==> config.mk <==
export PLATFORM = sky130hd
export DESIGN_NAME = gdda_ctrl
export DESIGN_NICKNAME = d
export VERILOG_FILES = /design/src/hw/rtl/gdda_pkg.sv /design/src/hw/rtl/gdda_ctrl.sv
export SDC_FILE = /design/constraint.sdc
export NUM_CORES = 1
export LEC_CHECK = 0
export ABC_AREA = 1
export BUFFER_PORTS_ARGS = -buffer_cell sky130_fd_sc_hd__buf_2
export CAP_MARGIN = 20
export CORE_AREA = 2 2 39 41
export DETAILED_ROUTE_END_ITERATION = 8
export DIE_AREA = 0 0 41 43
export PLACE_DENSITY = 0.5
export SKIP_LAST_GASP = 1
export SLEW_MARGIN = 20
export SYNTH_ARGS = -nofsm -noshare
export SYNTH_HDL_FRONTEND = slang
export SYNTH_SLANG_ARGS = --single-unit
==> constraint.sdc <==
create_clock -name clock -period 2.6 [get_ports clock]
set_input_delay 0.13 -clock clock [delete_from_list [all_inputs] [get_ports clock]]
set_output_delay 0.13 -clock clock [all_outputs]
set_load 0.01 [all_outputs]
==> src/hw/rtl/gdda_pkg.sv <==
// Types and constants shared by the grid DDA ray traversal modules.
`timescale 1ns / 1ps

package gdda_pkg;

   // Request types
   localparam logic REQ_TILE = 1'b0;
   localparam logic REQ_CAST = 1'b1;

   // Tile kinds as stored
   localparam logic [1:0] TILE_EMPTY = 2'd0;
   localparam logic [1:0] TILE_WALL  = 2'd1;
   localparam logic [1:0] TILE_CLEAR = 2'd2;

   // Result kinds
   localparam logic [1:0] HIT_NONE   = 2'd0;
   localparam logic [1:0] HIT_WALL   = 2'd1;
   localparam logic [1:0] HIT_CLEAR  = 2'd2;
   localparam logic [1:0] HIT_SPRITE = 2'd3;

   // Faces
   localparam logic [1:0] FACE_ROW_NEG = 2'd0;
   localparam logic [1:0] FACE_ROW_POS = 2'd1;
   localparam logic [1:0] FACE_COL_NEG = 2'd2;
   localparam logic [1:0] FACE_COL_POS = 2'd3;

   localparam int CSR_DATA_BITS = 7;
   localparam int HIT_DEPTH_BITS = 32;

   typedef enum logic [1:0] {
      CSR_MAP_WIDTH   = 2'd0,
      CSR_MAP_HEIGHT  = 2'd1,
      CSR_WALL_MASK   = 2'd2,
      CSR_SPRITE_MASK = 2'd3
   } csr_idx_type;

   typedef enum logic [2:0] {
      ST_CLEAR,
      ST_IDLE,
      ST_STEP,
      ST_EVAL,
      ST_SPRITE
   } ctrl_state_type;

   typedef enum logic [1:0] {
      EMIT_NONE,
      EMIT_PRIMARY,
      EMIT_SPRITE
   } emit_sel_type;

   typedef struct packed {
      logic [6:0] map_width;
      logic [6:0] map_height;
      logic       wall_on;
      logic       sprite_on;
   } cfg_type;

   typedef struct packed {
      logic         clr_wr;
      logic         tile_wr;
      logic         cast_load;
      logic         step;
      logic         emit;
      emit_sel_type sel;
      logic         last;
   } dp_cmd_type;

   typedef struct packed {
      logic clr_done;
      logic oob;
      logic rpt_primary;
      logic stop_wall;
      logic rpt_sprite;
      logic at_limit;
      logic out_free;
   } dp_status_type;

endpackage

==> src/hw/rtl/gdda_ctrl.sv <==
// Controller state machine: memory clear, item intake, step and report sequencing.
`timescale 1ns / 1ps

module gdda_ctrl (
   input  logic                    clock,
   input  logic                    reset,
   input  logic                    req_valid,
   input  logic                    req_type,
   output logic                    req_stall,
   input  gdda_pkg::dp_status_type status,
   output gdda_pkg::dp_cmd_type    cmd
);

   gdda_pkg::ctrl_state_type state_ff;
   gdda_pkg::ctrl_state_type state_in;
   logic                     primary_last;

   always_ff @(posedge clock) begin
      if (reset) begin
         state_ff <= gdda_pkg::ST_CLEAR;
      end else begin
         state_ff <= state_in;
      end
   end

   assign primary_last = status.stop_wall || status.at_limit;

   always_comb begin
      state_in      = state_ff;
      cmd           = '0;
      cmd.sel       = gdda_pkg::EMIT_NONE;
      req_stall     = 1'b1;
      unique case (state_ff)
         gdda_pkg::ST_CLEAR: begin
            cmd.clr_wr = 1'b1;
            if (status.clr_done) begin
               state_in = gdda_pkg::ST_IDLE;
            end
         end
         gdda_pkg::ST_IDLE: begin
            req_stall = 1'b0;
            if (req_valid) begin
               if (req_type == gdda_pkg::REQ_CAST) begin
                  cmd.cast_load = 1'b1;
                  state_in      = gdda_pkg::ST_STEP;
               end else begin
                  cmd.tile_wr = 1'b1;
               end
            end
         end
         gdda_pkg::ST_STEP: begin
            cmd.step = 1'b1;
            state_in = gdda_pkg::ST_EVAL;
         end
         gdda_pkg::ST_EVAL: begin
            if (status.oob) begin
               // left the grid: one final item
               if (status.out_free) begin
                  cmd.emit = 1'b1;
                  cmd.sel  = gdda_pkg::EMIT_NONE;
                  cmd.last = 1'b1;
                  state_in = gdda_pkg::ST_IDLE;
               end
            end else if (status.rpt_primary) begin
               if (status.out_free) begin
                  cmd.emit = 1'b1;
                  cmd.sel  = gdda_pkg::EMIT_PRIMARY;
                  cmd.last = primary_last;
                  if (primary_last) begin
                     state_in = gdda_pkg::ST_IDLE;
                  end else if (status.rpt_sprite) begin
                     state_in = gdda_pkg::ST_SPRITE;
                  end else begin
                     state_in = gdda_pkg::ST_STEP;
                  end
               end
            end else if (status.rpt_sprite) begin
               state_in = gdda_pkg::ST_SPRITE;
            end else begin
               state_in = gdda_pkg::ST_STEP;
            end
         end
         gdda_pkg::ST_SPRITE: begin
            if (status.out_free) begin
               cmd.emit = 1'b1;
               cmd.sel  = gdda_pkg::EMIT_SPRITE;
               cmd.last = status.at_limit;
               state_in = status.at_limit ? gdda_pkg::ST_IDLE : gdda_pkg::ST_STEP;
            end
         end
         default: begin
            state_in = gdda_pkg::ST_IDLE;
         end
      endcase
   end

endmodule

==> flow_metrics.env, run 1 <==
export IMPL_outcome="complete, no violations"
export IMPL_critPathArrivalTime_ns=1.35
export IMPL_row_count=14
export IMPL_crit_path_max_fanout=7
export IMPL_count_of_clock_tree_sinks=3
export IMPL_synth_area_mux_share_pct=0
export IMPL_syn_nets=78
export IMPL_yosysUniqueCellTypes=17
export IMPL_final_core_utilization_pct=35.5
export IMPL_groute_usage_overall_pct=11.9
export IMPL_period_needed_ns=1.48
export IMPL_largest_register_ffs=3
export IMPL_hold_path_class="primary input to flop"
export IMPL_worst_ir_drop_vdd_v=0.000277
export IMPL_buffer_ports_inserted=19
export IMPL_ctsLongestPathBuffers=2
export IMPL_clock_latency_ns=0.23
export IMPL_regMostFlops="state_ff"
export IMPL_post_synth_inst_count=67
export IMPL_dp_final_hpwl_um=771
export IMPL_setup_tns_ns=0
export IMPL_rsz_0062_raised_after_global_routing="no"
export IMPL_number_of_global_route_vias_before_repair=399
export IMPL_timing_reg2reg_worst_path_depth=7
export IMPL_maximum_number_of_pins_on_one_net_before_global_route_repair=9
export IMPL_synth_simple_gate_area_share_pct=62.6
export IMPL_drtIter0Drc=7
export IMPL_cts_root_buf="sky130_fd_sc_hd__clkbuf_4"
export IMPL_post_drt_via_cell_ratio=4.40
export IMPL_synth_area_in_compound_gates_pct=7.27
export IMPL_maxCapViolations=0
export IMPL_clock_skew_ns=0.00249
export IMPL_diodes=0
export IMPL_fin_ws_ns=1.12
export IMPL_critical_path_top_delay_family="flip-flops"
export IMPL_cts_made_buffers=3
export IMPL_layout_worst_path_cycle_share_pct=56.8
export IMPL_yosysWarningCount=0
export IMPL_antenna_violating_nets_post_route=0
export IMPL_pwr_density_cell_nw_per_um2=1040
export IMPL_critical_path_max_stage_delay_ns=0.44
export IMPL_routed_wire_length_per_instance_um=8.82
export IMPL_cts_max_level=1
export IMPL_grt_ovfl_total=0
export IMPL_post_synth_cell_area_avg_sq_um=5.40
export IMPL_critPathSlowestCell="sky130_fd_sc_hd__dfxtp_1"
export IMPL_worst_slew_pin_slew_ns=0.339
export IMPL_placeableCoreArea_sq_um=1380
export IMPL_tritoncts_clock_tree="built"
export IMPL_antenna_found_initial=0
export IMPL_firstDrtPassIters=6
export IMPL_min_to="state_ff[1]"
export IMPL_post_cts_repair_setup_buffers=0
export IMPL_timing_critical_path_from_type="flop"
export IMPL_total_leakage_power_nw=0.293
export IMPL_largestRegisters="state_ff x3"
export IMPL_crit_path_cell_trace="nand2_1, nor2_1, nand3_1, a21oi_1, buf_2"
export IMPL_timing_hold_worst_path_depth=4
export IMPL_die_w_um=41
export IMPL_worst_setup_hold_path_clk_slew_ns=0.04
export IMPL_cts_hold_buf=0
export IMPL_worstPathRequired_ns=2.47
export IMPL_die_h_um=43
export IMPL_area_delta_synth_final_pct=36.0
export IMPL_worst_hold_start="reset"
export IMPL_die_area_sq_um=1760
export IMPL_grt_pass1_wl_um=1470
export IMPL_finish_net_count=101
export IMPL_synth_xor_area_share_pct=0
export IMPL_hold_violations=0
export IMPL_regToRegStartpoint="state_ff[2]"
export IMPL_top_ports=20
export IMPL_cp_buffers_inverters=1
export IMPL_globalplace_congestion=0.751
export IMPL_yosysSeqAreaShare_pct=16.6
export IMPL_yosys_area_share_adder_pct=0
export IMPL_setup_worst_path_end_class="primary output"
export IMPL_post_route_drc_count=0
export IMPL_kind_of_critical_path="flop to primary output"
export IMPL_final_layout_size_suffix_gt1_share_pct=33.7
export IMPL_synth_seq_cells=3
export IMPL_dominant_combinational_cell_family_by_area_after_synthesis="simple AND/OR/NAND/NOR gates"
export IMPL_floorplan_initialDensity_pct=26.1
export IMPL_ctsResizeCount=0
export IMPL_r2r_end="state_ff[1]"
export IMPL_syn_area_sq_um=362
export IMPL_via_count=462
export IMPL_max_freq_mhz=677
export IMPL_dp_slack_ns=1.36
export IMPL_setup_viol=0
export IMPL_ff2ff_setup_slack_ns=1.32
export IMPL_final_max_slew_violation_count=0
export IMPL_max_slew_margin_rel_pct=77.4
export IMPL_totalWireLength_um=926
==> worst min-delay path: stages <==
cell                      delay (ns)
sky130_fd_sc_hd__buf_2          0.07
sky130_fd_sc_hd__inv_1          0.05
sky130_fd_sc_hd__nand2_1        0.06
sky130_fd_sc_hd__nor2_1         0.03
==> cells in the mapped netlist (all sizes together) <==
cell | count | area, sq um
a21oi | 2 | 13.8
o21ai | 1 | 5.00
nand3 | 9 | 55.1
nand2 | 19 | 81.3
inv | 10 | 37.5
dfxtp | 3 | 60.1
nand3b | 1 | 7.51
buf | 1 | 11.3
nor3 | 2 | 10.0
nor2 | 18 | 72.6
o211ai | 1 | 7.51
==> metal layers <==
layer / routed length (um) / vias to the layer above / global-route usage (%)
li1: - / 255 / -
met1: 421 / 188 / 14.1
met2: 439 / 17 / 19.4
met3: 59 / 2 / 3.66
met4: 5 / 0 / 4.00
met5: 0 / - / 0
==> kinds of logic after synthesis <==
family	Yosys count
buffers and inverters	11
DFF	3
AOI/OAI and AO/OA	4
and+or+nand+nor	49
==> final cells by class <==
| cell class | count | area, sq um |
|---|---|---|
| repair buffers | 19 | 95.1 |
| inverters | 10 | 37.5 |
| well taps | 16 | 20.0 |
| fillers | 165 | 892 |
| clock buffers | 4 | 26.3 |
| multi-input cells | 53 | 253 |
| flip-flops and latches | 3 | 60.1 |
==> stage by stage <==
step / instance area, sq um / hold WS [ns] / total power (W) / instances
final: 492 / 0.171 / 0.000513 / 105
after global routing: 492 / 0.181 / 0.000574 / 105
after floorplan: 362 / 0.297 / 0.000356 / 67
after CTS: 492 / 0.157 / 0.000514 / 105
after detailed placement: 465 / 0.403 / 0.000428 / 101
after global placement: 465 / 0.402 / 0.000436 / 101
==> worst max path at each step <==
stage | depth (start not counted) | slack, ns | endpoint | from
after CTS | 5 | 1.12 | cmd[0] | state_ff[1]
after detailed placement | 8 | 1.36 | state_ff[2] | state_ff[2]
after global placement | 5 | 1.30 | cmd[0] | state_ff[1]
final | 5 | 1.12 | cmd[0] | state_ff[1]
after floorplan | 8 | 1.50 | state_ff[2] | state_ff[0]
after global routing | 6 | 1.00 | cmd[3] | state_ff[2]
==> cells in the final DEF, fill, tap and decap left out <==
| cell | n |
|---|---|
| sky130_fd_sc_hd__a21oi_1 | 1 |
| sky130_fd_sc_hd__a21oi_2 | 1 |
| sky130_fd_sc_hd__buf_2 | 19 |
| sky130_fd_sc_hd__clkbuf_1 | 1 |
| sky130_fd_sc_hd__clkbuf_4 | 3 |
| sky130_fd_sc_hd__dfxtp_1 | 3 |
| sky130_fd_sc_hd__inv_1 | 9 |
| sky130_fd_sc_hd__inv_2 | 1 |
| sky130_fd_sc_hd__nand2_1 | 17 |
| sky130_fd_sc_hd__nand2_2 | 1 |
| sky130_fd_sc_hd__nand2_4 | 1 |
| sky130_fd_sc_hd__nand3_1 | 7 |
| sky130_fd_sc_hd__nand3_2 | 2 |
| sky130_fd_sc_hd__nand3b_1 | 1 |
| sky130_fd_sc_hd__nor2_1 | 16 |
| sky130_fd_sc_hd__nor2_2 | 2 |
| sky130_fd_sc_hd__nor3_1 | 2 |
| sky130_fd_sc_hd__o211ai_1 | 1 |
| sky130_fd_sc_hd__o21ai_0 | 1 |
==> report_power, final <==
| group | total (W) | switching [W] | internal, W |
|---|---|---|---|
| clock network | 0.0000806 | 0.0000232 | 0.0000575 |
| registers | 0.000108 | 0.0000405 | 0.0000674 |
| logic | 0.000324 | 0.000203 | 0.000121 |
Note: power is estimated with default switching activity, not from simulation.
==> run 2, diff against run 1 <==
==> constraint.sdc (replaced) <==
create_clock -name clock -period 1.4 [get_ports clock]
set_input_delay 0.07 -clock clock [delete_from_list [all_inputs] [get_ports clock]]
set_output_delay 0.07 -clock clock [all_outputs]
set_load 0.01 [all_outputs]
==> run 2 against run 1 <==
  * Clock power is 87% higher
  * Utilization is 1.4 points higher
  * Count of clock-buffer cells in the layout stayed put
  * Combinational power is 90% higher
==> flow_metrics.env, run 2 (synthesis gave the netlist of run 1 again) <==
export IMPL_timing_critical_path_from_type="flop"
export IMPL_crit_path_cell_trace="nand2_1, nor2_2, nand3_1, a21oi_1, buf_2"
export IMPL_firstDrtPassIters=3
export IMPL_setup_tns_ns=0
export IMPL_routed_wire_length_per_instance_um=9.17
export IMPL_reported_net_switching_power_w=0.000517
export IMPL_power_internal_w=0.000482
export IMPL_critical_path_max_stage_delay_ns=0.39
export IMPL_totalWireLength_um=963
export IMPL_grt_ovfl_total=0
export IMPL_netSwitchingFraction_pct=51.7
export IMPL_total_leakage_power_nw=0.298
export IMPL_critical_path_top_delay_family="flip-flops"
export IMPL_worstPathRequired_ns=1.33
export IMPL_commonest_non_fill_non_tap_cell_in_the_layout="sky130_fd_sc_hd__buf_2"
export IMPL_worst_setup_hold_path_clk_slew_ns=0.04
export IMPL_share_seq_of_total_power_pct=23.3
export IMPL_maxCapViolations=0
export IMPL_diodes=0
export IMPL_worst_slew_pin_slew_ns=0.214
export IMPL_setup_viol=0
export IMPL_clock_latency_ns=0.23
export IMPL_cts_root_buf="sky130_fd_sc_hd__clkbuf_4"
export IMPL_cts_made_buffers=3
export IMPL_drtIter0Drc=7
export IMPL_path_depth=5
export IMPL_most_common_layout_cells="19 x sky130_fd_sc_hd__buf_2, 17 x sky130_fd_sc_hd__nand2_1, 15 x sky130_fd_sc_hd__nor2_1"
export IMPL_clock_skew_ns=0.00538
export IMPL_ctsLongestPathBuffers=2
export IMPL_regMostFlops="state_ff"
export IMPL_count_of_clock_tree_sinks=3
export IMPL_outcome="complete, no violations"
export IMPL_antenna_violating_nets_post_route=0
export IMPL_number_of_global_route_vias_before_repair=394
export IMPL_grt_pass1_wl_um=1490
export IMPL_setup_worst_path_end_class="primary output"
export IMPL_layout_worst_path_cycle_share_pct=91.3
export IMPL_kind_of_critical_path="flop to primary output"
export IMPL_cp_buffers_inverters=1
export IMPL_die_h_um=43
export IMPL_cts_hold_buf=0
export IMPL_pwr_density_cell_nw_per_um2=1960
export IMPL_pwr_share_clk_pct=15.1
export IMPL_post_route_drc_count=0
export IMPL_post_drt_via_cell_ratio=4.49
export IMPL_tritoncts_clock_tree="built"
export IMPL_die_area_sq_um=1760
export IMPL_globalplace_congestion=0.755
export IMPL_timing_hold_worst_path_depth=4
export IMPL_area_delta_synth_final_pct=41.2
export IMPL_timing_reg2reg_worst_path_depth=8
export IMPL_largestRegisters="state_ff x3"
export IMPL_antenna_found_initial=0
export IMPL_final_max_slew_violation_count=0
export IMPL_power_w=0.000999
export IMPL_worst_ir_drop_vdd_v=0.000493
export IMPL_max_slew_margin_rel_pct=85.7
export IMPL_dp_final_hpwl_um=783
export IMPL_critPathSlowestCell="sky130_fd_sc_hd__dfxtp_2"
export IMPL_share_comb_of_total_power_pct=61.6
export IMPL_rsz_0062_raised_after_global_routing="yes"
export IMPL_via_count=471
export IMPL_finish_net_count=101
export IMPL_max_freq_mhz=782
export IMPL_largest_register_ffs=3
export IMPL_maximum_number_of_pins_on_one_net_before_global_route_repair=9
export IMPL_buffer_ports_inserted=19
export IMPL_crit_path_max_fanout=5
export IMPL_floorplan_initialDensity_pct=26.1
export IMPL_placeableCoreArea_sq_um=1380
export IMPL_row_count=14
export IMPL_groute_usage_overall_pct=12.7
export IMPL_cts_max_level=1
export IMPL_final_layout_size_suffix_gt1_share_pct=40.4
export IMPL_critPathArrivalTime_ns=1.21
export IMPL_hold_violations=0
export IMPL_period_needed_ns=1.28
export IMPL_hold_path_class="primary input to flop"
export IMPL_die_w_um=41
export IMPL_post_cts_repair_setup_buffers=0
export IMPL_top_ports=20
run 2: final timing paths:
path                            slack (ns)          end         from
worst max-delay path                  0.12       cmd[0]  state_ff[0]
worst min-delay path                  0.11  state_ff[1]        reset
worst min register to register        0.57  state_ff[2]  state_ff[2]
worst max register to register        0.25  state_ff[2]  state_ff[0]
run 2: area by class of cell:
| cell class | count | area [sq um] |
|---|---|---|
| Clock buffer | 4 | 26.3 |
| Fill cell | 166 | 873 |
| Multi-Input combinational cell | 53 | 265 |
| Tap cell | 16 | 20.0 |
| Sequential cell | 3 | 66.3 |
| Inverter | 10 | 37.5 |
| Timing Repair Buffer | 19 | 95.1 |
run 2: routing by layer:
layer / routed length, um / part of all wire, % / up-vias / GRT usage (%)
li1: - / - / 251 / -
met1: 419 / 44 / 207 / 15.3
met2: 486 / 50 / 13 / 18.1
met3: 57 / 5.9 / 0 / 6.28
met4: 0 / 0 / 0 / 6.00
met5: 0 / 0 / - / 0
run 2: through the flow:
stage | utilization (%) | setup WS [ns] | std cells | instance area [sq um] | hold slack (ns)
floorplan | - | 0.304 | 67 | 362 | 0.188
global placement | 33.6 | 0.144 | 101 | 465 | 0.342
detailed placement | 33.6 | 0.146 | 101 | 465 | 0.351
CTS | 35.6 | 0.0149 | 105 | 493 | 0.102
global route | 36.9 | -0.0177 | 105 | 510 | 0.119
finish | 36.9 | 0.122 | 105 | 510 | 0.107
run 2: power groups by stage:
stage	clock network (W)	registers (W)	logic, W
floorplan	0	0.000166	0.000496
detailed placement	0	0.000203	0.000597
CTS	0.000156	0.000204	0.000601
global placement	0	0.000203	0.000607
finish	0.000151	0.000233	0.000615
global route	0.000169	0.000245	0.000715
run 2: timing repair:
item	CTS	global route
gates resized for setup	1	7
endpoints found under the hold margin	0	0
setup endpoints to repair	1	5
run 2: worst reg2reg max path, stage by stage (launching register included):
cell,delay [ns]
sky130_fd_sc_hd__dfxtp_2,0.35
sky130_fd_sc_hd__nor2_4,0.16
sky130_fd_sc_hd__nand2_4,0.08
sky130_fd_sc_hd__nand2_1,0.11
sky130_fd_sc_hd__nand3_2,0.10
sky130_fd_sc_hd__nand2_2,0.10
sky130_fd_sc_hd__inv_2,0.04
sky130_fd_sc_hd__nor2_1,0.08
sky130_fd_sc_hd__nor2_1,0.04
==> run 3, diff against run 2 <==
--- a/config.mk
+++ b/config.mk
@@ -5,13 +5,12 @@
 export SDC_FILE = /design/constraint.sdc
 export NUM_CORES = 1
 export LEC_CHECK = 0
-export ABC_AREA = 1
 export BUFFER_PORTS_ARGS = -buffer_cell sky130_fd_sc_hd__buf_2
 export CAP_MARGIN = 20
 export CORE_AREA = 2 2 39 41
 export DETAILED_ROUTE_END_ITERATION = 8
 export DIE_AREA = 0 0 41 43
-export PLACE_DENSITY = 0.5
+export PLACE_DENSITY = 0.47
 export SKIP_LAST_GASP = 1
 export SLEW_MARGIN = 20
 export SYNTH_ARGS = -nofsm -noshare
==> run 3 against run 2 <==
  * The run now ends with negative setup slack left
  * Critical path depth shrank 1
  * Largest power group unchanged
  * Synthesized cell count shrank 31%
  * First-iteration DRC count grew 100%
  * Largest cell class unchanged
  * Global-route usage shrank 0.39 points
  * Power shrank 60%
  * Count of clock-buffer cells in the layout is the same
  * Final cell count shrank 11%
  * Area after synthesis shrank 12%
  * Die area is the same
  * Sequential cell count is the same
==> flow_metrics.env, run 3 <==
export IMPL_die_h_um=43
export IMPL_rsz_0062_raised_after_global_routing="yes"
export IMPL_failed_checks="negative setup slack"
export IMPL_yosysSeqAreaShare_pct=18.9
export IMPL_power_w=0.000403
export IMPL_crit_startpoint="state_ff[2]"
export IMPL_netSwitchingFraction_pct=31.1
export IMPL_layout_worst_path_cycle_share_pct=101
export IMPL_row_count=14
export IMPL_regMostFlops="state_ff"
export IMPL_top_post_synthesis_cells_by_area="sky130_fd_sc_hd__dfxtp_1 19%, sky130_fd_sc_hd__nor2_1 8.3%, sky130_fd_sc_hd__nor3_1 7.9%, sky130_fd_sc_hd__or3b_4 7.1%, sky130_fd_sc_hd__a21o_1 4.7%"
export IMPL_setup_worst_path_end_class="primary output"
export IMPL_post_synth_inst_count=46
export IMPL_maxCapViolations=0
export IMPL_outcome="finished with violations"
export IMPL_pwr_share_clk_pct=36.4
export IMPL_setup_viol=1
export IMPL_placedCellCount=86
export IMPL_fin_cells=93
export IMPL_stdcell_area_sq_um=544
export IMPL_hold_path_class="primary input to flop"
export IMPL_fillCellCount=142
export IMPL_critPathArrivalTime_ns=1.34
export IMPL_via_count=444
export IMPL_syn_nets=57
export IMPL_cts_root_buf="sky130_fd_sc_hd__clkbuf_4"
export IMPL_synth_top_area_share_pct=18.9
export IMPL_share_seq_of_total_power_pct=26.4
export IMPL_count_of_flip_flops_with_a_built_in_enable_after_synthesis=0
export IMPL_post_drt_via_cell_ratio=4.77
export IMPL_max_slew_margin_rel_pct=77.4
export IMPL_worstPathRequired_ns=1.33
export IMPL_yosysWarningCount=0
export IMPL_fin_ws_ns=-0.0150
export IMPL_reported_net_switching_power_w=0.000126
export IMPL_ctsLongestPathBuffers=2
export IMPL_max_freq_mhz=707
export IMPL_period_needed_ns=1.41
export IMPL_clock_skew_ns=0.000710
export IMPL_worst_slew_pin_slew_ns=0.338
export IMPL_routed_wire_length_per_instance_um=10.4
export IMPL_power_internal_w=0.000278
export IMPL_grt_met2_usage_pct=20.0
export IMPL_cts_max_level=1
export IMPL_largest_register_ffs=3
export IMPL_globalplace_congestion=0.738
export IMPL_clock_latency_ns=0.23
export IMPL_endpoint="cmd[6]"
export IMPL_total_leakage_power_nw=0.279
export IMPL_grt_util_met3_pct=4.71
export IMPL_floorplan_initialDensity_pct=23.0
export IMPL_share_comb_of_total_power_pct=37.2
export IMPL_synth_common_cells="7 x sky130_fd_sc_hd__nor2_1, 5 x sky130_fd_sc_hd__nor3_1, 4 x sky130_fd_sc_hd__nand2_1, 3 x sky130_fd_sc_hd__dfxtp_1"
export IMPL_cts_hold_buf=0
export IMPL_worst_ir_drop_vdd_v=0.000436
export IMPL_largestRegisters="state_ff x3"
export IMPL_drtIter0Drc=14
export IMPL_maximum_number_of_pins_on_one_net_before_global_route_repair=10
export IMPL_grt_pass1_wl_um=1510
export IMPL_yosysUniqueCellTypes=23
export IMPL_hold_violations=0
export IMPL_dp_slack_ns=0.138
export IMPL_antenna_violating_nets_post_route=0
export IMPL_r2r_end="state_ff[2]"
export IMPL_top_usage_layer="met2"
export IMPL_number_of_global_route_vias_before_repair=396
export IMPL_commonest_non_fill_non_tap_cell_in_the_layout="sky130_fd_sc_hd__buf_2"
export IMPL_met1_usage_pct=15.1
export IMPL_most_common_layout_cells="19 x sky130_fd_sc_hd__buf_2, 7 x sky130_fd_sc_hd__nor2_1, 7 x sky130_fd_sc_hd__buf_4"
export IMPL_die_w_um=41
export IMPL_crit_path_max_fanout=4
export IMPL_synth_flop_cell="sky130_fd_sc_hd__dfxtp_1"
export IMPL_buffer_ports_inserted=19
export IMPL_pwr_density_cell_nw_per_um2=741
export IMPL_grt_ovfl_total=0
export IMPL_antenna_found_initial=0
export IMPL_diodes=0
export IMPL_kind_of_critical_path="flop to primary output"
export IMPL_firstDrtPassIters=6
export IMPL_worst_setup_hold_path_clk_slew_ns=0.04
export IMPL_final_max_slew_violation_count=0
export IMPL_totalWireLength_um=971
export IMPL_timing_reg2reg_worst_path_depth=6
export IMPL_post_route_drc_count=0
export IMPL_top_ports=20
export IMPL_placed_cell_area_sq_um=473
export IMPL_regToRegStartpoint="state_ff[2]"
export IMPL_post_synth_top_area_cell="sky130_fd_sc_hd__dfxtp_1"
export IMPL_count_of_clock_tree_sinks=3
export IMPL_area_delta_synth_final_pct=71.3
export IMPL_post_synth_cell_area_avg_sq_um=6.91
export IMPL_synth_seq_cells=3
export IMPL_dp_final_hpwl_um=712
export IMPL_syn_area_sq_um=318
export IMPL_final_core_utilization_pct=39.3
export IMPL_final_layout_size_suffix_gt1_share_pct=49.4
export IMPL_ys_async_sr_fraction_pct=0
export IMPL_timing_critical_path_from_type="flop"
export IMPL_die_area_sq_um=1760
export IMPL_finish_net_count=89
export IMPL_cts_made_buffers=3
export IMPL_ff2ff_setup_slack_ns=0.04
export IMPL_synth_most_common_cell="sky130_fd_sc_hd__nor2_1"
export IMPL_placeableCoreArea_sq_um=1380
export IMPL_tritoncts_clock_tree="built"
export IMPL_groute_usage_overall_pct=12.3
-- run 3: changes by cell type after synthesis, sizes merged, moves of 3 or more --
cell,previous run,this run
nand2,19,4
inv,10,2
nor3,2,5
nand3,9,0
nor2,18,7
-- run 3: power groups by stage --
stage                     registers (W)  clock network [W]  logic (W)
after floorplan                0.000105                  0  0.0000750
after global placement         0.000107                  0   0.000142
after detailed placement       0.000108                  0   0.000138
after global routing           0.000107           0.000171   0.000165
final                          0.000106           0.000147   0.000150
after CTS                      0.000108           0.000155   0.000140
-- run 3: layout make-up --
| class | instances | area (sq um) | area share, % |
|---|---|---|---|
| tap | 16 | 20.0 | 3.68 |
| clock buffer | 4 | 26.3 | 4.83 |
| sequential | 3 | 66.3 | 12.2 |
| timing repair buffer | 28 | 170 | 31.3 |
| multi-input combinational | 40 | 254 | 46.7 |
| inverter | 2 | 7.51 | 1.38 |
-- run 3: kinds of logic after synthesis --
logic type | Yosys count | share of synthesized area [%]
muxes | 1 | 3.15
DFF | 3 | 18.9
AOI/OAI and AO/OA | 11 | 24.4
and+or+nand+nor | 28 | 49.6
buffers and inverters | 3 | 3.94
-- run 3: what timing repair did --
action | 4_1_cts | 5_1_grt
endpoints found under the setup margin | 4 | 5
gates resized for setup | 5 | 4
pin swaps | 2 | 3
setup buffers | 1 | 2
-- run 3: worst min path at each step --
stage               startpoint           to  slack [ns]  cells past startpoint
floorplan             req_type       cmd[6]        0.19                      1
global placement         reset  state_ff[0]        0.41                      3
detailed placement       reset  state_ff[0]        0.39                      3
CTS                      reset  state_ff[0]        0.14                      3
global route             reset  state_ff[0]        0.14                      3
finish                   reset  state_ff[0]        0.15                      3
-- run 3: per-layer routing --
layer / up-vias / wire [um]
li1: 232 / -
met1: 199 / 477
met2: 13 / 439
met3: 0 / 54
met4: 0 / 0
met5: - / 0
-- run 3: critical path, stage by stage, from the launching register on --
cell	delay (ns)
sky130_fd_sc_hd__dfxtp_2	0.33
sky130_fd_sc_hd__buf_6	0.11
sky130_fd_sc_hd__or3b_4	0.38
sky130_fd_sc_hd__nor3b_2	0.15
sky130_fd_sc_hd__buf_2	0.14
-- run 3: metrics by stage --
stage / setup TNS [ns] / hold slack [ns]
2_1_floorplan: 0 / 0.190
4_1_cts: -0.0482 / 0.138
5_1_grt: -0.224 / 0.145
3_3_place_gp: 0 / 0.406
6_report: -0.0150 / 0.153
3_5_place_dp: 0 / 0.385
